## src/rtl/assert_macros.svh

```systemverilog
// Assertion helpers for the RTL; only pst_ctrl includes them.
`ifndef ASSERT_MACROS_SVH
`define ASSERT_MACROS_SVH
`ifndef ASSERT_OFF
`define ASSERT_CLK(lbl, clk, rst_n, prop) \
  lbl: assert property (@(posedge clk) disable iff (!rst_n) prop) else $error("assertion failed");
`define ASSERT_NEVER(lbl, clk, rst_n, expr) \
  lbl: assert property (@(posedge clk) disable iff (!rst_n) !(expr)) else $error("assertion failed");
`else
`define ASSERT_CLK(lbl, clk, rst_n, prop)
`define ASSERT_NEVER(lbl, clk, rst_n, expr)
`endif
`endif

```

## src/rtl/pst_pkg.sv

```systemverilog
package pst_pkg;

  localparam int unsigned MAX_SLOTS_DEF = 64;
  localparam logic [15:0] ATTACH_MAX = 16'hFFFF;

  typedef enum logic [2:0] {
    K_ALLOC  = 3'd0,
    K_ATTACH = 3'd1,
    K_DETACH = 3'd2,
    K_FREE   = 3'd3,
    K_SCAN   = 3'd4
  } kind_t;

  typedef enum logic [2:0] {
    STS_OK      = 3'd0,
    STS_FULL    = 3'd1,
    STS_PRESENT = 3'd2,
    STS_IGNORED = 3'd3,
    STS_NONE    = 3'd4
  } status_t;

  typedef enum logic [2:0] {
    WR_NONE,
    WR_ATTACH_INC,
    WR_FREE,
    WR_TAKE,
    WR_DETACH
  } wr_op_t;

  typedef enum logic [3:0] {
    S_CLEAR,
    S_IDLE,
    S_FRD,
    S_FCHK,
    S_HRD,
    S_HCHK,
    S_DRD,
    S_DCHK,
    S_SRD,
    S_SCHK
  } state_t;

  typedef struct packed {
    logic    clr_wr;
    logic    latch;
    logic    load_idx;
    logic    cnt_inc;
    logic    rd_cnt;
    logic    rd_head;
    wr_op_t  wr_op;
    logic    take_one;
    logic    emit;
    status_t status;
  } cmd_t;

  typedef struct packed {
    logic in_idx_ok;
    logic match;
    logic cnt_last;
    logic head_ok;
    logic det_ok;
    logic used;
  } sts_t;

endpackage

```

## src/rtl/pst_ctrl.sv

```systemverilog
`include "assert_macros.svh"

module pst_ctrl import pst_pkg::*; (
  input  logic       clk,
  input  logic       rst_n,
  input  logic       start,
  input  logic [2:0] in_kind,
  input  sts_t       sts,
  output cmd_t       cmd,
  output logic       busy
);

  state_t     state_r, state_nxt;
  logic [2:0] kind_r, kind_nxt;
  logic       in_check_st;

  always_ff @(posedge clk) begin
    if (!rst_n) begin
      state_r <= S_CLEAR;
      kind_r  <= 3'd0;
    end else begin
      state_r <= state_nxt;
      kind_r  <= kind_nxt;
    end
  end

  always_comb begin
    state_nxt    = state_r;
    kind_nxt     = kind_r;
    cmd          = '0;
    cmd.wr_op    = WR_NONE;
    cmd.status   = STS_OK;
    cmd.take_one = (kind_r == K_ATTACH);
    busy         = 1'b1;
    case (state_r)
      S_CLEAR: begin
        cmd.clr_wr = 1'b1;
        if (sts.cnt_last) state_nxt = S_IDLE;
      end
      S_IDLE: begin
        busy = 1'b0;
        if (start) begin
          cmd.latch = 1'b1;
          kind_nxt  = in_kind;
          case (in_kind)
            K_ALLOC, K_ATTACH, K_FREE: state_nxt = S_FRD;
            K_DETACH: begin
              cmd.load_idx = 1'b1;
              if (sts.in_idx_ok) state_nxt = S_DRD;
              else begin
                cmd.emit   = 1'b1;
                cmd.status = STS_IGNORED;
              end
            end
            K_SCAN: begin
              cmd.load_idx = 1'b1;
              if (sts.in_idx_ok) state_nxt = S_SRD;
              else begin
                cmd.emit   = 1'b1;
                cmd.status = STS_NONE;
              end
            end
            default: begin
              cmd.emit   = 1'b1;
              cmd.status = STS_IGNORED;
            end
          endcase
        end
      end
      S_FRD: begin
        cmd.rd_cnt = 1'b1;
        state_nxt  = S_FCHK;
      end
      S_FCHK: begin
        if (sts.match) begin
          cmd.emit  = 1'b1;
          state_nxt = S_IDLE;
          case (kind_r)
            K_ALLOC:  cmd.status = STS_PRESENT;
            K_ATTACH: cmd.wr_op  = WR_ATTACH_INC;
            default:  cmd.wr_op  = WR_FREE;
          endcase
        end else if (sts.cnt_last) begin
          if (kind_r == K_FREE) begin
            cmd.emit   = 1'b1;
            cmd.status = STS_IGNORED;
            state_nxt  = S_IDLE;
          end else if (sts.head_ok) begin
            state_nxt = S_HRD;
          end else begin
            cmd.emit   = 1'b1;
            cmd.status = STS_FULL;
            state_nxt  = S_IDLE;
          end
        end else begin
          cmd.cnt_inc = 1'b1;
          state_nxt   = S_FRD;
        end
      end
      S_HRD: begin
        cmd.rd_head = 1'b1;
        state_nxt   = S_HCHK;
      end
      S_HCHK: begin
        cmd.wr_op = WR_TAKE;
        cmd.emit  = 1'b1;
        state_nxt = S_IDLE;
      end
      S_DRD: begin
        cmd.rd_cnt = 1'b1;
        state_nxt  = S_DCHK;
      end
      S_DCHK: begin
        cmd.emit  = 1'b1;
        state_nxt = S_IDLE;
        if (sts.det_ok) cmd.wr_op = WR_DETACH;
        else cmd.status = STS_IGNORED;
      end
      S_SRD: begin
        cmd.rd_cnt = 1'b1;
        state_nxt  = S_SCHK;
      end
      S_SCHK: begin
        if (sts.used) begin
          cmd.emit  = 1'b1;
          state_nxt = S_IDLE;
        end else if (sts.cnt_last) begin
          cmd.emit   = 1'b1;
          cmd.status = STS_NONE;
          state_nxt  = S_IDLE;
        end else begin
          cmd.cnt_inc = 1'b1;
          state_nxt   = S_SRD;
        end
      end
      default: state_nxt = S_IDLE;
    endcase
  end

  assign in_check_st = (state_r == S_FCHK) || (state_r == S_HCHK) || (state_r == S_DCHK);

  `ASSERT_CLK(a_wr_in_check, clk, rst_n, (cmd.wr_op != WR_NONE) |-> in_check_st)
  `ASSERT_CLK(a_emit_ends, clk, rst_n, cmd.emit |-> (state_nxt == S_IDLE))
  `ASSERT_NEVER(a_clear_quiet, clk, rst_n, cmd.clr_wr && (cmd.emit || cmd.wr_op != WR_NONE))
  `ASSERT_CLK(a_busy_after_accept, clk, rst_n, (start && !busy && !cmd.emit) |=> busy)

endmodule

```

## config.mk

```make
export PLATFORM = sky130hd
export DESIGN_NAME = pst_ctrl
export DESIGN_NICKNAME = d
export VERILOG_FILES = /design/src/rtl/pst_pkg.sv /design/src/rtl/pst_ctrl.sv
export VERILOG_INCLUDE_DIRS = /design/src /design/src/rtl
export SDC_FILE = /design/constraint.sdc
export NUM_CORES = 1
export LEC_CHECK = 0
export BUFFER_PORTS_ARGS = -buffer_cell sky130_fd_sc_hd__buf_2
export CAP_MARGIN = 25
export CORE_MARGIN = 5
export CORE_UTILIZATION = 51
export CTS_CLUSTER_DIAMETER = 100
export CTS_CLUSTER_SIZE = 20
export DETAILED_ROUTE_END_ITERATION = 7
export PLACE_DENSITY_LB_ADDON = 0.25
export SLEW_MARGIN = 20
export SYNTH_ARGS = -nofsm -noshare
export SYNTH_HDL_FRONTEND = slang
export SYNTH_SLANG_ARGS = --single-unit
```

## constraint.sdc

```tcl
create_clock -name clk -period 3.78 [get_ports clk]
set_input_delay 0.378 -clock clk [delete_from_list [all_inputs] [get_ports clk]]
set_output_delay 0.378 -clock clk [all_outputs]
set_load 0.02 [all_outputs]
```

**After elaboration in Yosys (flattened, before gate mapping)**

Index checks and enable logic that the tools add are counted.

- Flip-flop bits (word level): 7
- Input bits: 12
- Output and inout port bits: 15

- Reductions and logical operators: 9
- Muxes and demuxes: 42
- Equality and inequality tests: 20

Operator list:

| kind | count |
|---|---|
| two-way mux 4 bit | 15 |
| one-hot mux 4 bit (8 select lines) | 1 |
| one-hot mux 4 bit (3 select lines) | 2 |
| == test 4 x 3 -> 1 bit, second input constant | 4 |
| two-way mux 3 bit | 5 |
| one-hot mux 3 bit (4 select lines) | 1 |
| two-way mux 2 bit | 5 |
| == test 3 x 2 -> 1 bit, second input constant | 3 |
| two-way mux 1 bit | 9 |
| one-hot mux 3 bit (3 select lines) | 1 |
| == test 4 x 2 -> 1 bit, second input constant | 2 |
| == test 4 bit, second input constant | 2 |
| == test 3 x 1 -> 1 bit, second input constant | 2 |
| zero test 3 bit | 2 |
| != test 3 bit, second input constant | 2 |
| OR reduction 3 bit | 2 |
| AND reduction 5 bit | 1 |
| == test 4 x 1 -> 1 bit, second input constant | 1 |
| zero test 4 bit | 1 |
| != test 2 bit, second input constant | 2 |
| != test 4 x 1 -> 1 bit, second input constant | 1 |
| one-hot mux 1 bit (4 select lines) | 1 |
| one-hot mux 2 bit (2 select lines) | 1 |
| OR reduction 2 bit | 2 |
| 3 further kinds | 3 |

**Depth between registers and ports, before layout**

Gate-level depths: netlist of run 1.

- Depth in word-level cells: 5
- Gate-level depth with buffers: 5

**Worst setup path before layout of run 1**

Ideal clock, no wire load.

- Path type: input port to output port
- Start: in sts[3] in the netlist's numbering
- End: out cmd[1] in the netlist's numbering
- Cell stages on the path: 4
- Path slack: 1.884 ns
- Data required time: 3.402 ns
- Arrival: 1.518 ns
- Cell sequence: buf_2 -> nand4_1 -> o31a_1 -> o41ai_1

RTL lines:

| element | RTL line | text |
|---|---|---|
| start, declared | pst_ctrl.sv:8 | `input sts_t sts,` |
| end, declared | pst_ctrl.sv:9 | `output cmd_t cmd,` |

==> flow_metrics.py, run 1 <==
metrics = {
    "status": {
        "outcome": "complete, no violations",
    },
    "synth": {
        "synth_edf_count": 0,
        "async_reset_ff_share_pct": 0,
        "yosys_warnings": 0,
        "synth_cell_types": 41,
        "synth.net_count": 109,
        "synth_flop_cell": "dfxtp_1",
        "yosysSeqAreaShare_pct": 19.9,
        "syn_area_um2": 704,
        "ys_ff_latch": 7,
        "syn_avg_cell_area_um2": 7.26,
        "syn_inst": 97,
    },
    "global_route": {
        "grt-ovfl-total": 0,
        "antenna_found_initial": 0,
        "grt_pass1_vias": 717,
        "grt_pass1_wl_mm": 3.24,
        "grt_start_max_net_pins": 14,
        "grtUsageTotal_pct": 20.6,
    },
    "clocking": {
        "cts_buffers": 3,
        "post_cts_buffers": 0,
        "h-tree-depth": 1,
        "clockBufferDepth": 2,
        "cts_sinks": 7,
        "cts_resized": 0,
        "clk_pin_slew_worst_paths_ns": 0.06,
        "cts-root-buf": "clkbuf_4",
        "hold_buffers": 0,
        "insertion_delay_ns": 0.27,
        "cts_tree": "done",
    },
    "timing": {
        "fmax_mhz": 424,
        "hold_viol_final": 0,
        "worstMarginPinSlew_ns": 0.537,
        "setup_viol": 0,
        "rsz0062_at_grt": "false",
        "finalCritPeriodShare_pct": 62.4,
        "drv_slew": 0,
        "whs_ns": 0.409,
        "setup_ws_ns": 1.42,
        "setup_tns_ns": 0,
        "slew_headroom_pct": 64.2,
        "fin_crit_ns": 2.36,
        "clock_skew_ns": 0.0104,
    },
    "floorplanning": {
        "die_h_um": 47.2,
        "io_pins": 27,
        "die_w_um": 47.2,
        "fp.dieArea_um2": 2220,
        "start_util_pct": 54.1,
        "fp.coreArea_um2": 1300,
        "rows": 13,
    },
    "power_and_ir_drop": {
        "vdd_drop_max_mv": 0.156,
        "cellPowerDensity_nw_per_um2": 281,
        "fin_total_pwr_mw": 0.239,
        "power_leakage_nw": 0.395,
    },
    "critical_path": {
        "cpPeakStageDelay_ns": 0.58,
        "path_max_fanout": 13,
        "critical-path-top-delay-family": "simple AND/OR/NAND/NOR gates",
        "crit_slowest_cell": "dfxtp_1",
        "cp_num_buf_inv": 1,
        "cp-end-kind": "output port",
        "cp.arrival_ns": 1.98,
        "worstPathRequired_ns": 3.40,
        "cp_cell_sequence": "nor2b_1 -> nand3_1 -> a21oi_1 -> a221o_1 -> buf_2",
        "path_class": "flip-flop to output port",
        "start_kind": "flip-flop",
    },
    "detailed_routing": {
        "post_drt_via_cell_ratio": 5.98,
        "drtAntennaViolNets": 0,
        "met3_length_um": 177,
        "maxUsedRoutingLayer": "met4",
        "post-route-drc-count": 0,
        "wl_met2_um": 918,
        "wl_per_cell_um": 14.5,
        "dr.pass1.iters": 4,
        "drt-initial-drc-count": 31,
        "met1_length_um": 846,
        "via_count": 813,
        "wl_mm": 1.97,
    },
    "layout": {
        "nets": 134,
        "final_common_cell": "buf_2",
        "finish.utilization_pct": 65.4,
        "fillCellCount": 136,
        "mostFrequentLayoutCells": "buf_2, a21oi_1, nor2_1, dfxtp_1, nand2_1",
        "area_growth_pct": 20.8,
        "stdcell_area_um2": 851,
        "layout.cells.non_filler": 136,
        "num_antenna_cells": 0,
        "drive_gt1_share_pct": 28.1,
    },
    "placement": {
        "gp_congestion": 0.828,
        "hpwl_mm": 1.52,
        "dp_slack_ns": 1.72,
        "place_area_um2": 825,
        "io_buffers": 26,
        "dp_cells": 132,
    },
    "run": {
        "cap_violations": 0,
    },
    "worst_hold_path": {
        "min_path_type": "input port to flip-flop",
    },
}
==> cells by family (layout without fill, tap and decap cells) <==
group | after synthesis | in the layout | synth area share, %
xor+xnor | 1 | 1 | 1.24
compound gates | 33 | 33 | 32.3
buf+inv | 12 | 36 | 7.28
simple gates | 41 | 41 | 35.0
mux | 3 | 3 | 4.26
flops | 7 | 7 | 19.9
==> synth_stat cells (2+ instances only) <==
cell type   n  share of area, %
inv_1       5               2.7
o21a_1      2               2.1
and2_1      2               1.8
buf_2       5               3.6
nor2_1      7               3.7
dfxtp_1     7                20
nand3_1     3               2.1
nor4_1      2               1.8
mux2i_1     3               4.3
nand2_1     6               3.2
o21ai_0     3               2.1
o22ai_1     3               2.7
nor3_1      3               2.1
a21oi_1    10               7.1
nor2b_1     4               3.6
nand2b_1    4               3.6
o31a_1      3               3.7
o21ai_1     2               1.4
==> routing by layer <==
metal / global-route usage [%] / vias up
li1: - / 411
met2: 32.5 / 41
met5: 0 / -
met1: 27.1 / 356
met3: 4.21 / 5
met4: 8.29 / 0
==> worst register-to-register path, delay by kind of cell, from the launching register on <==
kind	cells	cell delay [ns]
AOI/OAI and AO/OA	1	0.17
DFF	1	0.58
and+or+nand+nor	3	0.90
==> sequential cells by signal, summed over array words and instances (netlist names) <==
name     flops
kind_r       3
state_r      4
==> final timing paths <==
kind	slack, ns	to	cells after the start	startpoint
max reg2reg	2.09	state_r[2]$_SDFFE_PN0P_	4	state_r[0]$_SDFFE_PN0P_
min	0.41	kind_r[2]$_SDFFE_PN0P_	3	rst_n
min reg2reg	0.58	kind_r[2]$_SDFFE_PN0P_	2	kind_r[2]$_SDFFE_PN0P_
max	1.42	cmd[3]	5	state_r[0]$_SDFFE_PN0P_
==> final cells by class <==
class	instances	area, µm²	share of cell area, %
clock buffers	4	26.3	3.09
repair buffers	26	130	15.3
multi-input cells	78	513	60.3
inverters	6	22.5	2.65
flip-flops and latches	7	140	16.5
well taps	15	18.8	2.21
==> power by group <==
part	switching [mW]	total, mW	internal (mW)
sequential	0.0101	0.0877	0.0777
clock	0.0343	0.0750	0.0407
combinational	0.0446	0.0759	0.0313
(Power assumes the default switching activity.)
==> inputs of run 2 (changes only) <==
--- a/config.mk
+++ b/config.mk
@@ -9,7 +9,7 @@
 export BUFFER_PORTS_ARGS = -buffer_cell sky130_fd_sc_hd__buf_2
 export CAP_MARGIN = 25
 export CORE_MARGIN = 5
-export CORE_UTILIZATION = 51
+export CORE_UTILIZATION = 42
 export CTS_CLUSTER_DIAMETER = 100
 export CTS_CLUSTER_SIZE = 20
 export DETAILED_ROUTE_END_ITERATION = 7
==> constraint.sdc (replaced) <==
create_clock -name clk -period 2.15 [get_ports clk]
set_input_delay 0.215 -clock clk [delete_from_list [all_inputs] [get_ports clk]]
set_output_delay 0.215 -clock clk [all_outputs]
set_load 0.02 [all_outputs]
==> run 2 against run 1 <==
- total power increased by 74%
- register-to-register slack got worse by 1.5 ns
- critical path depth unchanged
- critical path type unchanged
- clock-buffer cell count unchanged
- highest routed layer unchanged
- largest power group unchanged
- via count increased by 0.62%
- die area increased by 17%
- critical endpoint unchanged
==> flow_metrics.py, run 2 (synthesis gave the netlist of run 1 again) <==
metrics = {
    "clocking": {
        "cts-root-buf": "clkbuf_4",
        "cts_tree": "done",
        "clk_pin_slew_worst_paths_ns": 0.05,
        "hold_buffers": 0,
        "cts_buffers": 3,
        "post_cts_buffers": 0,
        "insertion_delay_ns": 0.25,
        "h-tree-depth": 1,
        "cts_sinks": 7,
        "cts_resized": 0,
        "clockBufferDepth": 2,
    },
    "timing": {
        "whs_ns": 0.266,
        "fin_crit_ns": 1.98,
        "slew_headroom_pct": 66.2,
        "hold_viol_final": 0,
        "setup_tns_ns": 0,
        "finalCritPeriodShare_pct": 92.0,
        "fmax_mhz": 505,
        "rsz0062_at_grt": "false",
        "worstMarginPinSlew_ns": 0.506,
        "drv_slew": 0,
        "clock_skew_ns": 0.000418,
        "setup_viol": 0,
    },
    "floorplanning": {
        "die_w_um": 51.0,
        "die_h_um": 51.0,
        "io_pins": 27,
        "fp.coreArea_um2": 1540,
        "fp.dieArea_um2": 2600,
        "rows": 14,
        "start_util_pct": 45.7,
    },
    "layout": {
        "drive_gt1_share_pct": 30.1,
        "mostFrequentLayoutCells": "buf_2, a21oi_1, nor2_1, dfxtp_1, nand2_1",
        "finish.utilization_pct": 56.6,
        "fillCellCount": 170,
        "num_antenna_cells": 0,
        "reg_top3": "state_r: 4 flops, kind_r: 3 flops",
        "nets": 136,
        "regMostFlops": "state_r",
        "area_growth_pct": 23.8,
        "largest_reg_flops": 4,
        "final_common_cell": "buf_2",
    },
    "global_route": {
        "grt-ovfl-total": 0,
        "grtUsageTotal_pct": 16.4,
        "grt_start_max_net_pins": 14,
        "grt_pass1_wl_mm": 3.31,
        "grt_pass1_vias": 765,
        "antenna_found_initial": 0,
    },
    "detailed_routing": {
        "post_drt_via_cell_ratio": 5.88,
        "drtAntennaViolNets": 0,
        "wl_per_cell_um": 14.3,
        "via_count": 818,
        "wl_mm": 1.99,
        "dr.pass1.iters": 4,
        "drt-initial-drc-count": 21,
        "post-route-drc-count": 0,
    },
    "critical_path": {
        "path_max_fanout": 8,
        "r2r_setup_slack_ns": 0.60,
        "worstPathRequired_ns": 1.93,
        "cp.arrival_ns": 1.76,
        "r2r_cells": 4,
        "cp_num_buf_inv": 1,
        "cp_cell_sequence": "nor2b_1 -> nand3_2 -> a21oi_1 -> a221o_1 -> buf_2",
        "crit_slowest_cell": "dfxtp_1",
        "r2r-start": "state_r[1]$_SDFFE_PN0P_",
        "cpPeakStageDelay_ns": 0.48,
        "path_class": "flip-flop to output port",
        "start_kind": "flip-flop",
        "crit-reg2reg-capture": "state_r[2]$_SDFFE_PN0P_",
        "cp-end-kind": "output port",
        "critical-path-top-delay-family": "simple AND/OR/NAND/NOR gates",
    },
    "power_and_ir_drop": {
        "power_leakage_nw": 0.406,
        "cellPowerDensity_nw_per_um2": 477,
        "vdd_drop_max_mv": 0.273,
    },
    "run": {
        "cap_violations": 0,
    },
    "worst_hold_path": {
        "holdPathStages": 3,
        "holdCritStartpoint": "rst_n",
        "min_path_type": "input port to flip-flop",
        "holdPathEnd": "kind_r[0]$_SDFFE_PN0P_",
    },
    "placement": {
        "gp_congestion": 0.867,
        "hpwl_mm": 1.56,
        "io_buffers": 26,
    },
    "status": {
        "outcome": "complete, no violations",
    },
}
[run 2: cell count changes in the layout (fill, tap and decap cells not counted), sizes merged]
cell	previous run	this run
buf	26	28
[run 2: layout make-up]
| cell class | instances | area (µm²) | area share (%) |
|---|---|---|---|
| Clock buffer | 4 | 26.3 | 3.01 |
| Inverter | 6 | 22.5 | 2.58 |
| Multi-Input combinational cell | 78 | 518 | 59.4 |
| Sequential cell | 7 | 140 | 16.1 |
| Tap cell | 16 | 20.0 | 2.30 |
| Timing Repair Buffer | 28 | 145 | 16.6 |
[run 2: metrics by stage]
stage                     worst slack (ns)  area [µm²]  power, mW  std cells
after floorplan                      0.437         704      0.248         97
after global placement               0.442         841      0.295        135
after detailed placement             0.405         841      0.296        135
after CTS                            0.110         867      0.419        139
after global routing                0.0515         872      0.447        139
final                                0.171         872      0.416        139
[run 2: power breakdown]
| group | switching, mW | internal [mW] | leakage [nW] | total [mW] |
|---|---|---|---|---|
| Combinational | 0.0827 | 0.0602 | 0.334 | 0.143 |
| Clock | 0.0501 | 0.0709 | 0.0150 | 0.121 |
| Sequential | 0.0155 | 0.137 | 0.0571 | 0.152 |
[run 2: worst max-delay path by stage]
| stage | from | to | slack, ns | depth (start not counted) |
|---|---|---|---|---|
| 6_report | state_r[0]$_SDFFE_PN0P_ | cmd[3] | 0.17 | 5 |
| 5_1_grt | state_r[1]$_SDFFE_PN0P_ | cmd[0] | 0.05 | 4 |
| 4_1_cts | state_r[0]$_SDFFE_PN0P_ | cmd[3] | 0.11 | 5 |
| 3_5_place_dp | state_r[0]$_SDFFE_PN0P_ | cmd[3] | 0.40 | 5 |
| 3_3_place_gp | state_r[0]$_SDFFE_PN0P_ | cmd[3] | 0.44 | 5 |
| 2_1_floorplan | state_r[1]$_SDFFE_PN0P_ | state_r[0]$_SDFFE_PN0P_ | 0.44 | 4 |
[run 2: routing by layer]
metal	GRT usage [%]	part of all wire, %
met2	24.0	46
met1	21.2	46
met5	0	0
met4	7.66	1.5
met3	5.81	7.2
[run 2: worst register-to-register path, cell delays in order, from the launching register on]
cell and delay, ns:
dfxtp_1 0.63, nand2b_4 0.11, or4_1 0.44, o22ai_1 0.17, and2_1 0.14
